### config.mk
export PLATFORM = sky130hd
export DESIGN_NAME = char_lcd_init_and_request_queue_flat
export DESIGN_NICKNAME = d
export VERILOG_FILES = /design/src/design/lcdq_pkg.sv /design/src/design/lcdq_ifs.sv /design/src/design/char_lcd_init_and_request_queue.sv /design/src/design/lcdq_ram.sv /design/src/flat_wrapper.sv
export VERILOG_INCLUDE_DIRS = /design/src /design/src/design
export SDC_FILE = /design/constraint.sdc
export NUM_CORES = 1
export LEC_CHECK = 0
export BUFFER_PORTS_ARGS = -buffer_cell sky130_fd_sc_hd__buf_4
export CAP_MARGIN = 20
export CELL_PAD_IN_SITES_DETAIL_PLACEMENT = 0
export CELL_PAD_IN_SITES_GLOBAL_PLACEMENT = 1
export CORE_MARGIN = 4
export CORE_UTILIZATION = 49
export DETAILED_ROUTE_END_ITERATION = 6
export HOLD_SLACK_MARGIN = 0.02
export PLACE_DENSITY_LB_ADDON = 0.15
export SETUP_SLACK_MARGIN = 0.4
export SLEW_MARGIN = 20
export SYNTH_ARGS = -nofsm -noshare
export SYNTH_HDL_FRONTEND = slang
export SYNTH_HIERARCHICAL = 1
export SYNTH_SLANG_ARGS = --single-unit
### constraint.sdc
create_clock -name clk -period 4.56 [get_ports clk]
set_clock_uncertainty 0.05 [all_clocks]
set_input_delay 0.456 -clock clk [delete_from_list [all_inputs] [get_ports clk]]
set_output_delay 0.456 -clock clk [all_outputs]
set_load 0.05 [all_outputs]
### src/design/assert_macros.svh
// Assertion macros used by the top-level RTL file of the LCD request queue.
`ifndef ASSERT_MACROS_SVH
`define ASSERT_MACROS_SVH

// Checked at every clock edge outside reset.
`define ASSERT_CLK(lbl, prop, msg) \
  lbl: assert property (@(posedge clk) disable iff (!rst_n) (prop)) else $error(msg);

// Checked at every clock edge, reset included.
`define ASSERT_ALWAYS(lbl, prop, msg) \
  lbl: assert property (@(posedge clk) (prop)) else $error(msg);

`endif

### src/design/lcdq_pkg.sv
// Shared types, codes and reset values of the LCD request queue.
`default_nettype none
package lcdq_pkg;

  // Queue storage
  localparam int QUEUE_DEPTH = 16;
  localparam int ITEM_W      = 10;

  // Configuration port geometry
  localparam int CFG_IDX_W  = 3;
  localparam int CFG_ADDR_W = 5;
  localparam int CFG_DATA_W = 32;

  // Payload types
  typedef logic [1:0] req_type_t;
  typedef logic [7:0] byte_t;
  typedef logic [1:0] status_t;
  typedef logic [2:0] phase_t;

  // Register indexes
  localparam logic [CFG_IDX_W-1:0] REG_FUNCSET  = 3'd0;
  localparam logic [CFG_IDX_W-1:0] REG_DISPCTRL = 3'd1;
  localparam logic [CFG_IDX_W-1:0] REG_CLEAR    = 3'd2;
  localparam logic [CFG_IDX_W-1:0] REG_ENTRY    = 3'd3;
  localparam logic [CFG_IDX_W-1:0] REG_POWERUP  = 3'd4;
  localparam logic [CFG_IDX_W-1:0] REG_HOLD     = 3'd5;

  // Register reset values
  localparam byte_t RST_FUNCSET  = 8'h38;
  localparam byte_t RST_DISPCTRL = 8'h0C;
  localparam byte_t RST_CLEAR    = 8'h01;
  localparam byte_t RST_ENTRY    = 8'h06;
  localparam byte_t RST_POWERUP  = 8'd30;
  localparam byte_t RST_HOLD     = 8'd2;

  // Sequencer phases
  localparam phase_t PH_START    = 3'd0;
  localparam phase_t PH_FUNCSET  = 3'd1;
  localparam phase_t PH_DISPCTRL = 3'd2;
  localparam phase_t PH_CLEAR    = 3'd3;
  localparam phase_t PH_ENTRY    = 3'd4;
  localparam phase_t PH_IDLE     = 3'd5;
  localparam phase_t PH_RUNNING  = 3'd6;

  // Result status codes
  localparam status_t ST_TICK   = 2'd0;
  localparam status_t ST_STORED = 2'd1;
  localparam status_t ST_FULL   = 2'd2;

  // Input modes
  localparam logic MODE_TICK    = 1'b0;
  localparam logic MODE_ENQUEUE = 1'b1;

  // Fixed phase lengths
  localparam byte_t LEN_ONE = 8'd1;
  localparam byte_t LEN_TWO = 8'd2;

endpackage
`default_nettype wire

### src/design/lcdq_ifs.sv
// Valid/ready channel interfaces for requests and results.
`default_nettype none
interface lcdq_in_if;
  logic                 valid;
  logic                 ready;
  logic                 mode;
  lcdq_pkg::req_type_t  req_type;
  lcdq_pkg::byte_t      req_value;

  modport source (output valid, mode, req_type, req_value, input ready);
  modport sink   (input valid, mode, req_type, req_value, output ready);
endinterface

interface lcdq_out_if;
  logic                 valid;
  logic                 ready;
  lcdq_pkg::status_t    status;
  logic                 pin_en;
  logic                 pin_rs;
  logic                 pin_rw;
  lcdq_pkg::byte_t      pin_data;
  lcdq_pkg::phase_t     phase_code;

  modport source (output valid, status, pin_en, pin_rs, pin_rw, pin_data, phase_code,
                  input ready);
  modport sink   (input valid, status, pin_en, pin_rs, pin_rw, pin_data, phase_code,
                  output ready);
endinterface
`default_nettype wire

### src/design/char_lcd_init_and_request_queue.sv
// Character LCD init sequencer and request queue, top level.
//
//  channel   dir   handshake        payload
//  in_ch     in    valid/ready      mode, req_type, req_value
//  out_ch    out   valid/ready      status, pin_en, pin_rs, pin_rw, pin_data, phase_code
//  config    in    APB, pready=1    six 8-bit registers at byte address 4*i
//
//  One request per cycle sustained while out_ch is not stalled; a request is captured in
//  the input register and its result is then loaded into the output register.
//  The queue RAM read address follows the next read index; a one-entry bypass
//  covers a write to the head slot in the same cycle.
//  Reset is synchronous; the queue storage is not cleared and needs no sweep.
//  A stalled result holds the input register, which then backs up in_ch.ready.
`default_nettype none
`include "assert_macros.svh"
module char_lcd_init_and_request_queue #(
  parameter int QUEUE_DEPTH = lcdq_pkg::QUEUE_DEPTH
) (
  input  wire logic                                clk,
  input  wire logic                                rst_n,
  lcdq_in_if.sink                                  in_ch,
  lcdq_out_if.source                               out_ch,
  input  wire logic                                psel,
  input  wire logic                                penable,
  input  wire logic                                pwrite,
  input  wire logic [lcdq_pkg::CFG_ADDR_W-1:0]     paddr,
  input  wire logic [lcdq_pkg::CFG_DATA_W-1:0]     pwdata,
  output logic      [lcdq_pkg::CFG_DATA_W-1:0]     prdata,
  output logic                                     pready
);

  localparam int IDX_W = $clog2(QUEUE_DEPTH);
  localparam logic [IDX_W-1:0] IDX_LAST = IDX_W'(QUEUE_DEPTH - 1);

  typedef struct packed {
    logic            en;
    logic            rs;
    logic            rw;
    lcdq_pkg::byte_t data;
  } pins_t;

  // configuration registers
  lcdq_pkg::byte_t funcset_r, dispctrl_r, clear_r, entry_r, powerup_r, hold_r;

  // sequencer and queue state
  lcdq_pkg::phase_t phase_r, phase_nxt;
  logic             wait_r, wait_nxt;
  lcdq_pkg::byte_t  ticks_r, ticks_nxt;
  logic [IDX_W-1:0] wr_idx_r, wr_idx_nxt, rd_idx_r, rd_idx_nxt;
  pins_t            pins_r, pins_nxt;
  lcdq_pkg::status_t status_nxt;

  // input and output stages
  logic                 s1_v_r, out_v_r;
  logic                 s1_mode_r;
  lcdq_pkg::req_type_t  s1_type_r;
  lcdq_pkg::byte_t      s1_value_r;
  lcdq_pkg::status_t    out_status_r;
  pins_t                out_pins_r;
  lcdq_pkg::phase_t     out_phase_r;
  logic                 s1_adv, s1_go, in_go;

  // queue storage
  logic                                ram_we;
  logic [lcdq_pkg::ITEM_W-1:0]         ram_wdata, ram_rdata, head;
  logic                                byp_v_r;
  logic [lcdq_pkg::ITEM_W-1:0]         byp_data_r;

  // config decode
  logic                              cfg_we;
  logic [lcdq_pkg::CFG_IDX_W-1:0]    cfg_idx;

  // timed send helper
  lcdq_pkg::req_type_t  tp_type;
  lcdq_pkg::byte_t      tp_value;
  pins_t                tp_pins;
  lcdq_pkg::byte_t      tp_ticks;
  logic                 tp_wait, tp_done;

  logic [IDX_W-1:0] wr_inc, rd_inc;
  logic             q_full;

  // handshake
  assign s1_adv       = !out_v_r || out_ch.ready;
  assign s1_go        = s1_v_r && s1_adv;
  assign in_ch.ready  = !s1_v_r || s1_adv;
  assign in_go        = in_ch.valid && in_ch.ready;

  assign out_ch.valid      = out_v_r;
  assign out_ch.status     = out_status_r;
  assign out_ch.pin_en     = out_pins_r.en;
  assign out_ch.pin_rs     = out_pins_r.rs;
  assign out_ch.pin_rw     = out_pins_r.rw;
  assign out_ch.pin_data   = out_pins_r.data;
  assign out_ch.phase_code = out_phase_r;

  // config port
  assign pready  = 1'b1;
  assign cfg_idx = paddr[lcdq_pkg::CFG_ADDR_W-1:2];
  assign cfg_we  = psel && penable && pwrite;

  always_comb begin
    prdata = '0;
    unique case (cfg_idx)
      lcdq_pkg::REG_FUNCSET:  prdata = {24'd0, funcset_r};
      lcdq_pkg::REG_DISPCTRL: prdata = {24'd0, dispctrl_r};
      lcdq_pkg::REG_CLEAR:    prdata = {24'd0, clear_r};
      lcdq_pkg::REG_ENTRY:    prdata = {24'd0, entry_r};
      lcdq_pkg::REG_POWERUP:  prdata = {24'd0, powerup_r};
      lcdq_pkg::REG_HOLD:     prdata = {24'd0, hold_r};
      default:                prdata = '0;
    endcase
  end

  always_ff @(posedge clk) begin
    if (!rst_n) begin
      funcset_r  <= lcdq_pkg::RST_FUNCSET;
      dispctrl_r <= lcdq_pkg::RST_DISPCTRL;
      clear_r    <= lcdq_pkg::RST_CLEAR;
      entry_r    <= lcdq_pkg::RST_ENTRY;
      powerup_r  <= lcdq_pkg::RST_POWERUP;
      hold_r     <= lcdq_pkg::RST_HOLD;
    end else if (cfg_we) begin
      case (cfg_idx)
        lcdq_pkg::REG_FUNCSET:  funcset_r  <= pwdata[7:0];
        lcdq_pkg::REG_DISPCTRL: dispctrl_r <= pwdata[7:0];
        lcdq_pkg::REG_CLEAR:    clear_r    <= pwdata[7:0];
        lcdq_pkg::REG_ENTRY:    entry_r    <= pwdata[7:0];
        lcdq_pkg::REG_POWERUP:  powerup_r  <= pwdata[7:0];
        lcdq_pkg::REG_HOLD:     hold_r     <= pwdata[7:0];
        default: ;
      endcase
    end
  end

  // queue index arithmetic
  assign wr_inc = (wr_idx_r == IDX_LAST) ? '0 : wr_idx_r + 1'b1;
  assign rd_inc = (rd_idx_r == IDX_LAST) ? '0 : rd_idx_r + 1'b1;
  assign q_full = (wr_inc == rd_idx_r);

  // head of queue, with bypass for a write into the slot being read
  assign head = byp_v_r ? byp_data_r : ram_rdata;

  // command for the current timed phase
  always_comb begin
    tp_type  = '0;
    tp_value = '0;
    case (phase_r)
      lcdq_pkg::PH_FUNCSET:  tp_value = funcset_r;
      lcdq_pkg::PH_DISPCTRL: tp_value = dispctrl_r;
      lcdq_pkg::PH_CLEAR:    tp_value = clear_r;
      lcdq_pkg::PH_ENTRY:    tp_value = entry_r;
      lcdq_pkg::PH_RUNNING: begin
        tp_type  = head[9:8];
        tp_value = head[7:0];
      end
      default: ;
    endcase
  end

  // timed phase: send on first tick, drop EN on the last one
  always_comb begin
    tp_pins  = pins_r;
    tp_ticks = ticks_r;
    if (!wait_r) begin
      tp_pins = '{en: 1'b1, rs: tp_type[1], rw: tp_type[0], data: tp_value};
    end
    if (ticks_r > lcdq_pkg::LEN_ONE) begin
      tp_ticks = ticks_r - 1'b1;
      tp_wait  = 1'b1;
      tp_done  = 1'b0;
    end else begin
      tp_pins.en = 1'b0;
      tp_wait    = 1'b0;
      tp_done    = 1'b1;
    end
  end

  // step logic for the request in the input register
  always_comb begin
    phase_nxt  = phase_r;
    wait_nxt   = wait_r;
    ticks_nxt  = ticks_r;
    wr_idx_nxt = wr_idx_r;
    rd_idx_nxt = rd_idx_r;
    pins_nxt   = pins_r;
    status_nxt = lcdq_pkg::ST_TICK;
    ram_we     = 1'b0;
    ram_wdata  = {s1_type_r, s1_value_r};
    if (s1_go) begin
      if (s1_mode_r == lcdq_pkg::MODE_ENQUEUE) begin
        if (q_full) begin
          status_nxt = lcdq_pkg::ST_FULL;
        end else begin
          status_nxt = lcdq_pkg::ST_STORED;
          ram_we     = 1'b1;
          wr_idx_nxt = wr_inc;
        end
      end else begin
        unique case (phase_r) inside
          lcdq_pkg::PH_START: begin
            if (ticks_r > lcdq_pkg::LEN_ONE) begin
              ticks_nxt = ticks_r - 1'b1;
              wait_nxt  = 1'b1;
            end else begin
              phase_nxt = lcdq_pkg::PH_FUNCSET;
              ticks_nxt = lcdq_pkg::LEN_ONE;
              wait_nxt  = 1'b0;
            end
          end
          lcdq_pkg::PH_FUNCSET, lcdq_pkg::PH_DISPCTRL, lcdq_pkg::PH_CLEAR: begin
            pins_nxt  = tp_pins;
            ticks_nxt = tp_ticks;
            wait_nxt  = tp_wait;
            if (tp_done) begin
              phase_nxt = phase_r + 1'b1;
              ticks_nxt = (phase_r == lcdq_pkg::PH_DISPCTRL) ? lcdq_pkg::LEN_TWO
                                                             : lcdq_pkg::LEN_ONE;
            end
          end
          lcdq_pkg::PH_ENTRY: begin
            pins_nxt  = tp_pins;
            ticks_nxt = tp_ticks;
            wait_nxt  = tp_wait;
            if (tp_done) begin
              if (wr_idx_r == rd_idx_r) begin
                phase_nxt = lcdq_pkg::PH_IDLE;
              end else begin
                phase_nxt = lcdq_pkg::PH_RUNNING;
                ticks_nxt = hold_r;
              end
            end
          end
          lcdq_pkg::PH_RUNNING: begin
            pins_nxt  = tp_pins;
            ticks_nxt = tp_ticks;
            wait_nxt  = tp_wait;
            if (tp_done) begin
              rd_idx_nxt = rd_inc;
              if (wr_idx_r == rd_inc) begin
                phase_nxt = lcdq_pkg::PH_IDLE;
              end else begin
                phase_nxt = lcdq_pkg::PH_RUNNING;
                ticks_nxt = hold_r;
              end
            end
          end
          default: begin
            // idle (and the unused code): only look at the queue
            if (wr_idx_r == rd_idx_r) begin
              phase_nxt = lcdq_pkg::PH_IDLE;
            end else begin
              phase_nxt = lcdq_pkg::PH_RUNNING;
              ticks_nxt = hold_r;
            end
          end
        endcase
      end
    end else if (cfg_we && cfg_idx == lcdq_pkg::REG_POWERUP &&
                 phase_r == lcdq_pkg::PH_START && !wait_r) begin
      // power-up count rewritten before the first tick
      ticks_nxt = pwdata[7:0];
    end
  end

  // control state
  always_ff @(posedge clk) begin
    if (!rst_n) begin
      phase_r  <= lcdq_pkg::PH_START;
      wait_r   <= 1'b0;
      ticks_r  <= lcdq_pkg::RST_POWERUP;
      wr_idx_r <= '0;
      rd_idx_r <= '0;
      pins_r   <= '0;
      s1_v_r   <= 1'b0;
      out_v_r  <= 1'b0;
      byp_v_r  <= 1'b0;
    end else begin
      phase_r  <= phase_nxt;
      wait_r   <= wait_nxt;
      ticks_r  <= ticks_nxt;
      wr_idx_r <= wr_idx_nxt;
      rd_idx_r <= rd_idx_nxt;
      pins_r   <= pins_nxt;
      if (in_go) begin
        s1_v_r <= 1'b1;
      end else if (s1_go) begin
        s1_v_r <= 1'b0;
      end
      if (s1_go) begin
        out_v_r <= 1'b1;
      end else if (out_ch.ready) begin
        out_v_r <= 1'b0;
      end
      byp_v_r <= ram_we && (wr_idx_r == rd_idx_nxt);
    end
  end

  // payload registers
  always_ff @(posedge clk) begin
    if (in_go) begin
      s1_mode_r  <= in_ch.mode;
      s1_type_r  <= in_ch.req_type;
      s1_value_r <= in_ch.req_value;
    end
    if (s1_go) begin
      out_status_r <= status_nxt;
      out_pins_r   <= pins_nxt;
      out_phase_r  <= phase_nxt;
    end
    byp_data_r <= ram_wdata;
  end

  lcdq_ram #(
    .WIDTH (lcdq_pkg::ITEM_W),
    .DEPTH (QUEUE_DEPTH)
  ) u_queue_ram (
    .clk     (clk),
    .wr_en   (ram_we),
    .wr_addr (wr_idx_r),
    .wr_data (ram_wdata),
    .rd_addr (rd_idx_nxt),
    .rd_data (ram_rdata)
  );

  // a running phase always has a request at the head
  `ASSERT_CLK(a_running_nonempty, (phase_r == lcdq_pkg::PH_RUNNING) |-> (wr_idx_r != rd_idx_r), "running with empty queue")
  // EN is never high while waiting for power-up or idle
  `ASSERT_CLK(a_en_phase, !pins_r.en || (phase_r != lcdq_pkg::PH_START && phase_r != lcdq_pkg::PH_IDLE), "EN high outside a send phase")
  // a stored request advances the write index by one slot
  `ASSERT_CLK(a_store_advances, (ram_we) |=> (wr_idx_r == $past(wr_inc)), "write index did not advance")
  // a result leaves the input stage only toward a free or draining output
  `ASSERT_CLK(a_result_loaded, (s1_go) |=> (out_v_r && out_status_r == $past(status_nxt)), "result lost")
  // the config port never inserts wait states
  `ASSERT_ALWAYS(a_pready_high, pready, "pready low")

endmodule
`default_nettype wire

### src/design/lcdq_ram.sv
// Generic single-write, single-read RAM with registered read data.
`default_nettype none
module lcdq_ram #(
  parameter int WIDTH = 8,
  parameter int DEPTH = 16
) (
  input  wire logic                     clk,
  input  wire logic                     wr_en,
  input  wire logic [$clog2(DEPTH)-1:0] wr_addr,
  input  wire logic [WIDTH-1:0]         wr_data,
  input  wire logic [$clog2(DEPTH)-1:0] rd_addr,
  output logic      [WIDTH-1:0]         rd_data
);

  logic [WIDTH-1:0] mem [DEPTH];

  // write port and registered read port (old data on a same-address collision)
  always_ff @(posedge clk) begin
    if (wr_en) begin
      mem[wr_addr] <= wr_data;
    end
    rd_data <= mem[rd_addr];
  end

endmodule
`default_nettype wire

### src/flat_wrapper.sv
// flat-port wrapper written by rule: the top's interface ports become plain ports
module char_lcd_init_and_request_queue_flat 
#(
  parameter int QUEUE_DEPTH = lcdq_pkg::QUEUE_DEPTH
)
  (clk, rst_n, psel, penable, pwrite, paddr, pwdata, prdata, pready, in_ch_valid, in_ch_mode, in_ch_req_type, in_ch_req_value, in_ch_ready, out_ch_valid, out_ch_status, out_ch_pin_en, out_ch_pin_rs, out_ch_pin_rw, out_ch_pin_data, out_ch_phase_code, out_ch_ready);
  lcdq_in_if in_ch_i ();
  lcdq_out_if out_ch_i ();
  input  wire logic clk;
  input  wire logic rst_n;
  input  wire logic psel;
  input  wire logic penable;
  input  wire logic pwrite;
  input  wire logic [lcdq_pkg::CFG_ADDR_W-1:0] paddr;
  input  wire logic [lcdq_pkg::CFG_DATA_W-1:0] pwdata;
  output logic      [lcdq_pkg::CFG_DATA_W-1:0] prdata;
  output logic pready;
  input wire logic [$bits(in_ch_i.valid)-1:0] in_ch_valid;
  input wire logic [$bits(in_ch_i.mode)-1:0] in_ch_mode;
  input wire logic [$bits(in_ch_i.req_type)-1:0] in_ch_req_type;
  input wire logic [$bits(in_ch_i.req_value)-1:0] in_ch_req_value;
  output wire logic [$bits(in_ch_i.ready)-1:0] in_ch_ready;
  output wire logic [$bits(out_ch_i.valid)-1:0] out_ch_valid;
  output wire logic [$bits(out_ch_i.status)-1:0] out_ch_status;
  output wire logic [$bits(out_ch_i.pin_en)-1:0] out_ch_pin_en;
  output wire logic [$bits(out_ch_i.pin_rs)-1:0] out_ch_pin_rs;
  output wire logic [$bits(out_ch_i.pin_rw)-1:0] out_ch_pin_rw;
  output wire logic [$bits(out_ch_i.pin_data)-1:0] out_ch_pin_data;
  output wire logic [$bits(out_ch_i.phase_code)-1:0] out_ch_phase_code;
  input wire logic [$bits(out_ch_i.ready)-1:0] out_ch_ready;
  assign in_ch_i.valid = in_ch_valid;
  assign in_ch_i.mode = in_ch_mode;
  assign in_ch_i.req_type = in_ch_req_type;
  assign in_ch_i.req_value = in_ch_req_value;
  assign in_ch_ready = in_ch_i.ready;
  assign out_ch_valid = out_ch_i.valid;
  assign out_ch_status = out_ch_i.status;
  assign out_ch_pin_en = out_ch_i.pin_en;
  assign out_ch_pin_rs = out_ch_i.pin_rs;
  assign out_ch_pin_rw = out_ch_i.pin_rw;
  assign out_ch_pin_data = out_ch_i.pin_data;
  assign out_ch_phase_code = out_ch_i.phase_code;
  assign out_ch_i.ready = out_ch_ready;
  char_lcd_init_and_request_queue #(.QUEUE_DEPTH(QUEUE_DEPTH)) u_core (.clk(clk), .rst_n(rst_n), .in_ch(in_ch_i), .out_ch(out_ch_i), .psel(psel), .penable(penable), .pwrite(pwrite), .paddr(paddr), .pwdata(pwdata), .prdata(prdata), .pready(pready));
endmodule
# == Yosys cells after proc, flatten, opt, wreduce, memory -nomap -nowiden ==
# Memory sizes are Yosys's and may differ from the RTL's. A register that Yosys moved wholly into a read port is not among the register bits.
# Cells that the tools add are included.
# classes
n_bitwise,2
reduce_logical,30
order_cmp,1
n_eq_ne,18
n_mux,48
add_sub_neg,4
# op_table
cell,count
2-to-1 mux 8 bit,11
case mux 8 bit (6 select lines),1
2-to-1 mux 11 bit,4
case mux 8 bit (5 select lines),1
case mux 8 bit (4 select lines),1
2-to-1 mux 4 bit,6
2-to-1 mux 3 bit,6
== test 4 bit,4
== test 3 x 2 -> 1 bit (second input constant),4
== test 3 bit (second input constant),4
case mux 3 bit (4 select lines),1
AND reduction 2 bit,6
2-to-1 mux 1 bit,11
2-to-1 mux 10 bit,1
2-to-1 mux 2 bit,5
AND reduction 3 bit,3
adder 4 x 1 -> 4 bit (second input constant),2
== test 4 bit (second input constant),2
greater-than comparator 8 x 1 -> 1 bit (second input constant),1
logical AND 1 bit,8
subtractor 8 x 1 -> 8 bit (second input constant),1
== test 3 x 1 -> 1 bit (second input constant),2
zero test 3 bit,2
!= test 6 bit (second input constant),1
9 further kinds,15
# word_totals
n_memories,1
regBits,119
ram_bits,160
# memory_table
name,depth,word_bits,rd,rd_clocked_by_memory_dff,write_ports,line,source
u_core.u_queue_ram.mem,16,10,1,1,1,lcdq_ram.sv:15,logic [WIDTH-1:0] mem [DEPTH];

# == Longest topological paths before layout ==
# depth
ltp_word,8
depth_mapped,13
ltp_nobuf,11

# == Hierarchy ==
# Netlist, hierarchy kept.
# by_module_without_submodules
module,area_per_inst_um2,n_inst,cells_per_inst,seq_area_each_um2
lcdq_ram,6353.6,1,279,5004.8
char_lcd_init_and_request_queue,6133.4,1,656,2652.5

# == Worst setup path after synthesis ==
# Ideal clock, no wire load.
# synth_path
path_kind,flip-flop to flip-flop
startpoint,reg u_core.wr_idx_r[2]
endpoint,"mem u_core/u_queue_ram/mem[0][0] (netlist bit), enable pin"
setup_time_ns,0.390
path_buffers,1
t_arrival_ns,2.757
path_slack_ns,1.363
stages_incl_launch_ff,8
required_time_ns,4.120
path_cell_list,dfxtp_1 > clkbuf_1 > xnor3_1 > o2111ai_1 > a211oi_1 > nor2_1 > or3b_1 > nor3_1
# synth_via
elab_chain_cells,8
# synth_lines
item,line,source
start: declaration,char_lcd_init_and_request_queue.sv:49,"logic [IDX_W-1:0] wr_idx_r, wr_idx_nxt, rd_idx_r, rd_idx_nxt;"
start signal: assignment,char_lcd_init_and_request_queue.sv:282,wr_idx_r <= wr_idx_nxt;
adder 4 x 1 -> 4 bit / == test 4 bit (equally long branches),char_lcd_init_and_request_queue.sv:137,assign wr_inc = (wr_idx_r == IDX_LAST) ? '0 : wr_idx_r + 1'b1;
2-to-1 mux 4 bit *,char_lcd_init_and_request_queue.sv:137,
== test 4 bit *,char_lcd_init_and_request_queue.sv:139,assign q_full = (wr_inc == rd_idx_r);
2-to-1 mux 1 bit *,char_lcd_init_and_request_queue.sv:192,if (q_full) begin
2-to-1 mux 1 bit *,char_lcd_init_and_request_queue.sv:191,if (s1_mode_r == lcdq_pkg::MODE_ENQUEUE) begin
2-to-1 mux 1 bit *,char_lcd_init_and_request_queue.sv:190,if (s1_go) begin
via u_core.ram_we,char_lcd_init_and_request_queue.sv:64,logic ram_we;
2-to-1 mux 1 bit *,lcdq_ram.sv:19,if (wr_en) begin
2-to-1 mux 1 bit (not written as such) *,lcdq_ram.sv:20,mem[wr_addr] <= wr_data;
end: declaration,lcdq_ram.sv:15,
# Mark *: on every way through the listed nets, which the timed path passes. The rest lies on a longest branch.

# == Final worst setup path ==
# layout_path
startpoint,reg u_core.wr_idx_r[0]
endpoint,"mem u_core/u_queue_ram/mem[1][2] (netlist bit), enable pin"
# The elaborated chain is that of the path after synthesis.

==> key figures <==
Critical path
  • Worst path arrival time: roughly 3.8 ns
  • Flop-to-flop setup slack: 0.87 ns
  • Startpoint of the worst-slack reg-to-reg timing path: u_core/wr_idx_r[0]
  • CP Capture Type: register
  • Worst reg2reg path depth: 7
  • CP Class: register to register
  • CP startpoint: u_core/wr_idx_r[0]
  • Crit path top cell by count: nor2_1
  • CP max stage delay: 0.81 ns
  • Startpoint types: register
  • Critical Path RT: between 4 and 5 ns
  • Cells along the critical path: ha_1 -> xnor3_1 -> o2111ai_1 -> a211oi_1 -> nor2_1 -> or3b_1 -> nor2_1
  • CP Capture Point: u_core/u_queue_ram/mem[1][2]
  • Worst flop-to-flop path endpoint: u_core/u_queue_ram/mem[1][2]
  • Slowest cell on crit path: nor2_1
  • Largest fanout on the critical path: 17

Synthesis
  • Synth warnings: 6
  • Gate Count Post-Synth: between 900 and 1k
  • Synthesized area: 12500 µm²
  • Seq/Total Area, Yosys: 0.613
  • Synth top area share: 0.450
  • Most common cell in the netlist: edfxtp_1
  • Synth area leaders: edfxtp_1 45%, dfxtp_1 16%, mux4_2 5.2%, mux2i_1 4.6%, mux4_1 2.5%
  • Post-Syn Area per Cell: 13.4 µm²
  • Dominant cell type by area after synthesis: edfxtp_1
  • Post-synth EDFFs: about 190
  • Ys async rst share: 0
  • Most frequent cells after synthesis: 187 x edfxtp_1, 102 x dfxtp_1, 84 x nor2_1
  • Distinct cells, synth: 66
  • Synth Flop Type: edfxtp_1
  • Yosys reg bits: 289

Route
  • Initial DRC Count: about 620
  • Drt total wl: about 29 mm
  • Antenna-violating nets left: 0
  • Vias/cell: approximately 5.7
  • First-pass iteration count of the detailed router: 5
  • Per-cell routed wire length: ~21 µm
  • Via count: between 7k and 8k
  • DR DRC count: 0

STA
  • Part of the cycle the worst path needs: 0.809
  • RSZ-0062 raised after global routing: no
  • Tightest Pin Transition: 1.13 ns
  • Setup violators final: 0
  • Post-Route Setup TNS: 0 ns
  • Final min period: 3.69 ns
  • Fin. Hold Viols: 0
  • Highest clock rate: 0.271 GHz
  • Slew Limit Fails: 0
  • Worst slew margin: 0.242

Floorplanning
  • Die width: 168 µm
  • Die area: 28100 µm²
  • Die Ht: about 170 µm
  • I/O pin cnt: between 100 and 150
  • Core Region: ~25000 µm²
  • Row cnt: 58
  • Initial core utilization: 0.497

GRT
  • First-pass GRT wire length: 45.5 mm
  • Vias in the first global route: 7693
  • Overall overflow remaining after global route: 0
  • Largest net degree at the start of global routing: 41
  • Initial antenna violation count: 0
  • GRT Overall Usage: 0.204

Finish
  • Fillers: between 2k and 2.5k
  • Area Growth Syn to Fin: 15.8%
  • Layout cell share with drive strength beyond 1: 0.182
  • Layout Nets: 1065
  • Antenna diodes: 0

Power and ir drop
  • Comb pwr share: 0.050
  • Pint: 4730 µW
  • Leakage Power: 0.00506 µW
  • Overall Power: about 6000 µW
  • Maximum VDD drop: approximately 0.36 mV
  • Switch Pwr: 1270 µW
  • Clk network pwr share: 0.473
  • PwrDens: ~410 nW/µm²
  • Net Sw Frac: 0.211
  • Seq pwr share: 0.477

Run
  • Max Cap Violations: 0

Clocking
  • Skew-Pair Late Insertion Delay: 0.58 ns
  • TritonCTS Sinks: between 200 and 300
  • Clk Tree Root Cell: clkbuf_16
  • CTS Buf Count: 30
  • Max clock buf depth: 3
  • CTS H-Tree Depth: 1
  • Clock transition at the registers of the reported paths: 0.06 ns
  • Post-CTS Repair Setup Buffers: 0
  • Cts repair resizes: 0
  • CTS tree: built

Placement
  • DP HPWL: between 15 and 20 mm
  • Port-buffer cells: 54
  • GP Congestion: 0.813

Outcome
  • Run status: completed

Min path
  • Hold crit path type: primary input to register
## how the worst min path moves through the flow
stage                     slack [ns]                   to                start  cells past startpoint
after floorplan                 0.39  u_core/powerup_r[1]  u_core/powerup_r[1]                      2
after global placement          0.40  u_core/powerup_r[4]  u_core/powerup_r[4]                      2
after detailed placement        0.41  u_core/powerup_r[4]  u_core/powerup_r[4]                      2
after CTS                       0.06        u_core/s1_v_r          in_ch_valid                      3
after global routing            0.09        u_core/s1_v_r          in_ch_valid                      3
final                           0.09        u_core/s1_v_r          in_ch_valid                      3
## cell type report
cell class	count	area, µm²	area share
Tap cell	330	413	0.0285
Clock inverter	14	324	0.0224
Multi-Input combinational cell	570	4420	0.305
Timing Repair Buffer	89	724	0.0501
Sequential cell	289	7660	0.529
Clock buffer	42	856	0.0592
Inverter	19	71.3	0.00493
## power by group through the flow
| stage | Sequential [µW] | Combinational [µW] | Clock [µW] |
|---|---|---|---|
| after floorplan | 2920 | 199 | 0 |
| after global placement | 2920 | 289 | 0 |
| after detailed placement | 2920 | 290 | 0 |
| after CTS | 2870 | 298 | 2890 |
| after global routing | 2870 | 319 | 3010 |
| final | 2860 | 298 | 2840 |
## what timing repair did
| item | CTS | global route |
|---|---|---|
| hold buffers | 11 | 0 |
| setup endpoints to repair | 0 | 0 |
| hold endpoints to repair | 11 | 0 |
## per-layer routing
metal  share of wire  routed length [µm]  global-route usage
met3           0.042                1210              0.0274
met1            0.43               12500               0.271
met5               0                   0                   0
met2            0.51               14700               0.358
met4           0.023                 678              0.0480
## metrics by stage
step / std cells / util / area (µm²) / hold WS [ns] / setup WS (ns)
3_3_place_gp: 1285 / 0.524 / 13200 / 0.400 / 0.904
4_1_cts: 1353 / 0.576 / 14500 / 0.0636 / 0.874
2_1_floorplan: 958 / - / 12600 / 0.387 / 1.36
5_1_grt: 1353 / 0.576 / 14500 / 0.0942 / 0.653
3_5_place_dp: 1286 / 0.525 / 13200 / 0.410 / 0.907
6_report: 1353 / 0.576 / 14500 / 0.0870 / 0.872
## sequential cells by signal, indices dropped and copies added (netlist names), 8 cells and up
| register | count |
|---|---|
| u_core/s1_value_r | 8 |
| u_core/funcset_r | 8 |
| u_core/dispctrl_r | 8 |
| u_core/ticks_r | 8 |
| u_core/byp_data_r | 10 |
| u_core/u_queue_ram/mem | 160 |
| u_core/pins_r | 11 |
| u_core/powerup_r | 8 |
| u_core/clear_r | 8 |
| u_core/hold_r | 8 |
| u_core/out_ch.pin_data | 8 |
| u_core/u_queue_ram/rd_data | 10 |
| u_core/entry_r | 8 |
## cell usage in the layout, fill, tap and decap left out, types with 5 or more instances in the layout
cell,Yosys,routed
nor2_1,84,83
xnor2_1,10,10
a22oi_1,30,30
mux4_1,12,12
clkbuf_8,0,6
mux4_2,29,29
nand3_1,7,7
nand2b_1,7,7
dfxtp_1,102,102
bufinv_16,0,9
nor4_1,5,5
buf_4,27,75
o22ai_1,6,6
nor2b_1,12,12
nand3b_1,5,5
mux2i_1,57,57
mux2_2,18,18
clkbuf_1,43,6
inv_1,17,17
clkbuf_16,0,30
nor3_1,16,16
and2_1,21,21
nand2_1,68,67
a21oi_1,28,28
o21ai_0,14,14
edfxtp_1,187,187
o31ai_1,8,8
o21ai_1,8,8
a221oi_1,21,21
a31oi_1,6,6
dlygate4sd3_1,0,11
ha_1,11,11
or3_1,6,6
conb_1,2,25
## worst max-delay path, delay by kind of cell, from the launching register on
family	cells	cell delay [ns]
AND/OR/NAND/NOR	3	1.79
adder cells (fa/ha/maj)	1	0.33
XOR/XNOR	1	0.23
AO/OA/AOI/OAI	2	0.21
flip-flops	1	0.68
## cells by family (layout without fill, tap and decap cells)
family | Yosys count | after routing | synth area share
xor+xnor | 14 | 14 | 0.0109
mux | 116 | 116 | 0.139
flops | 289 | 289 | 0.613
simple gates | 250 | 250 | 0.0980
buf+inv | 99 | 164 | 0.0404
other cells | 2 | 25 | 0.000601
compound gates | 154 | 154 | 0.0864
fa+ha+maj | 11 | 11 | 0.0110
No activity file was read; power rests on OpenSTA's default activity.
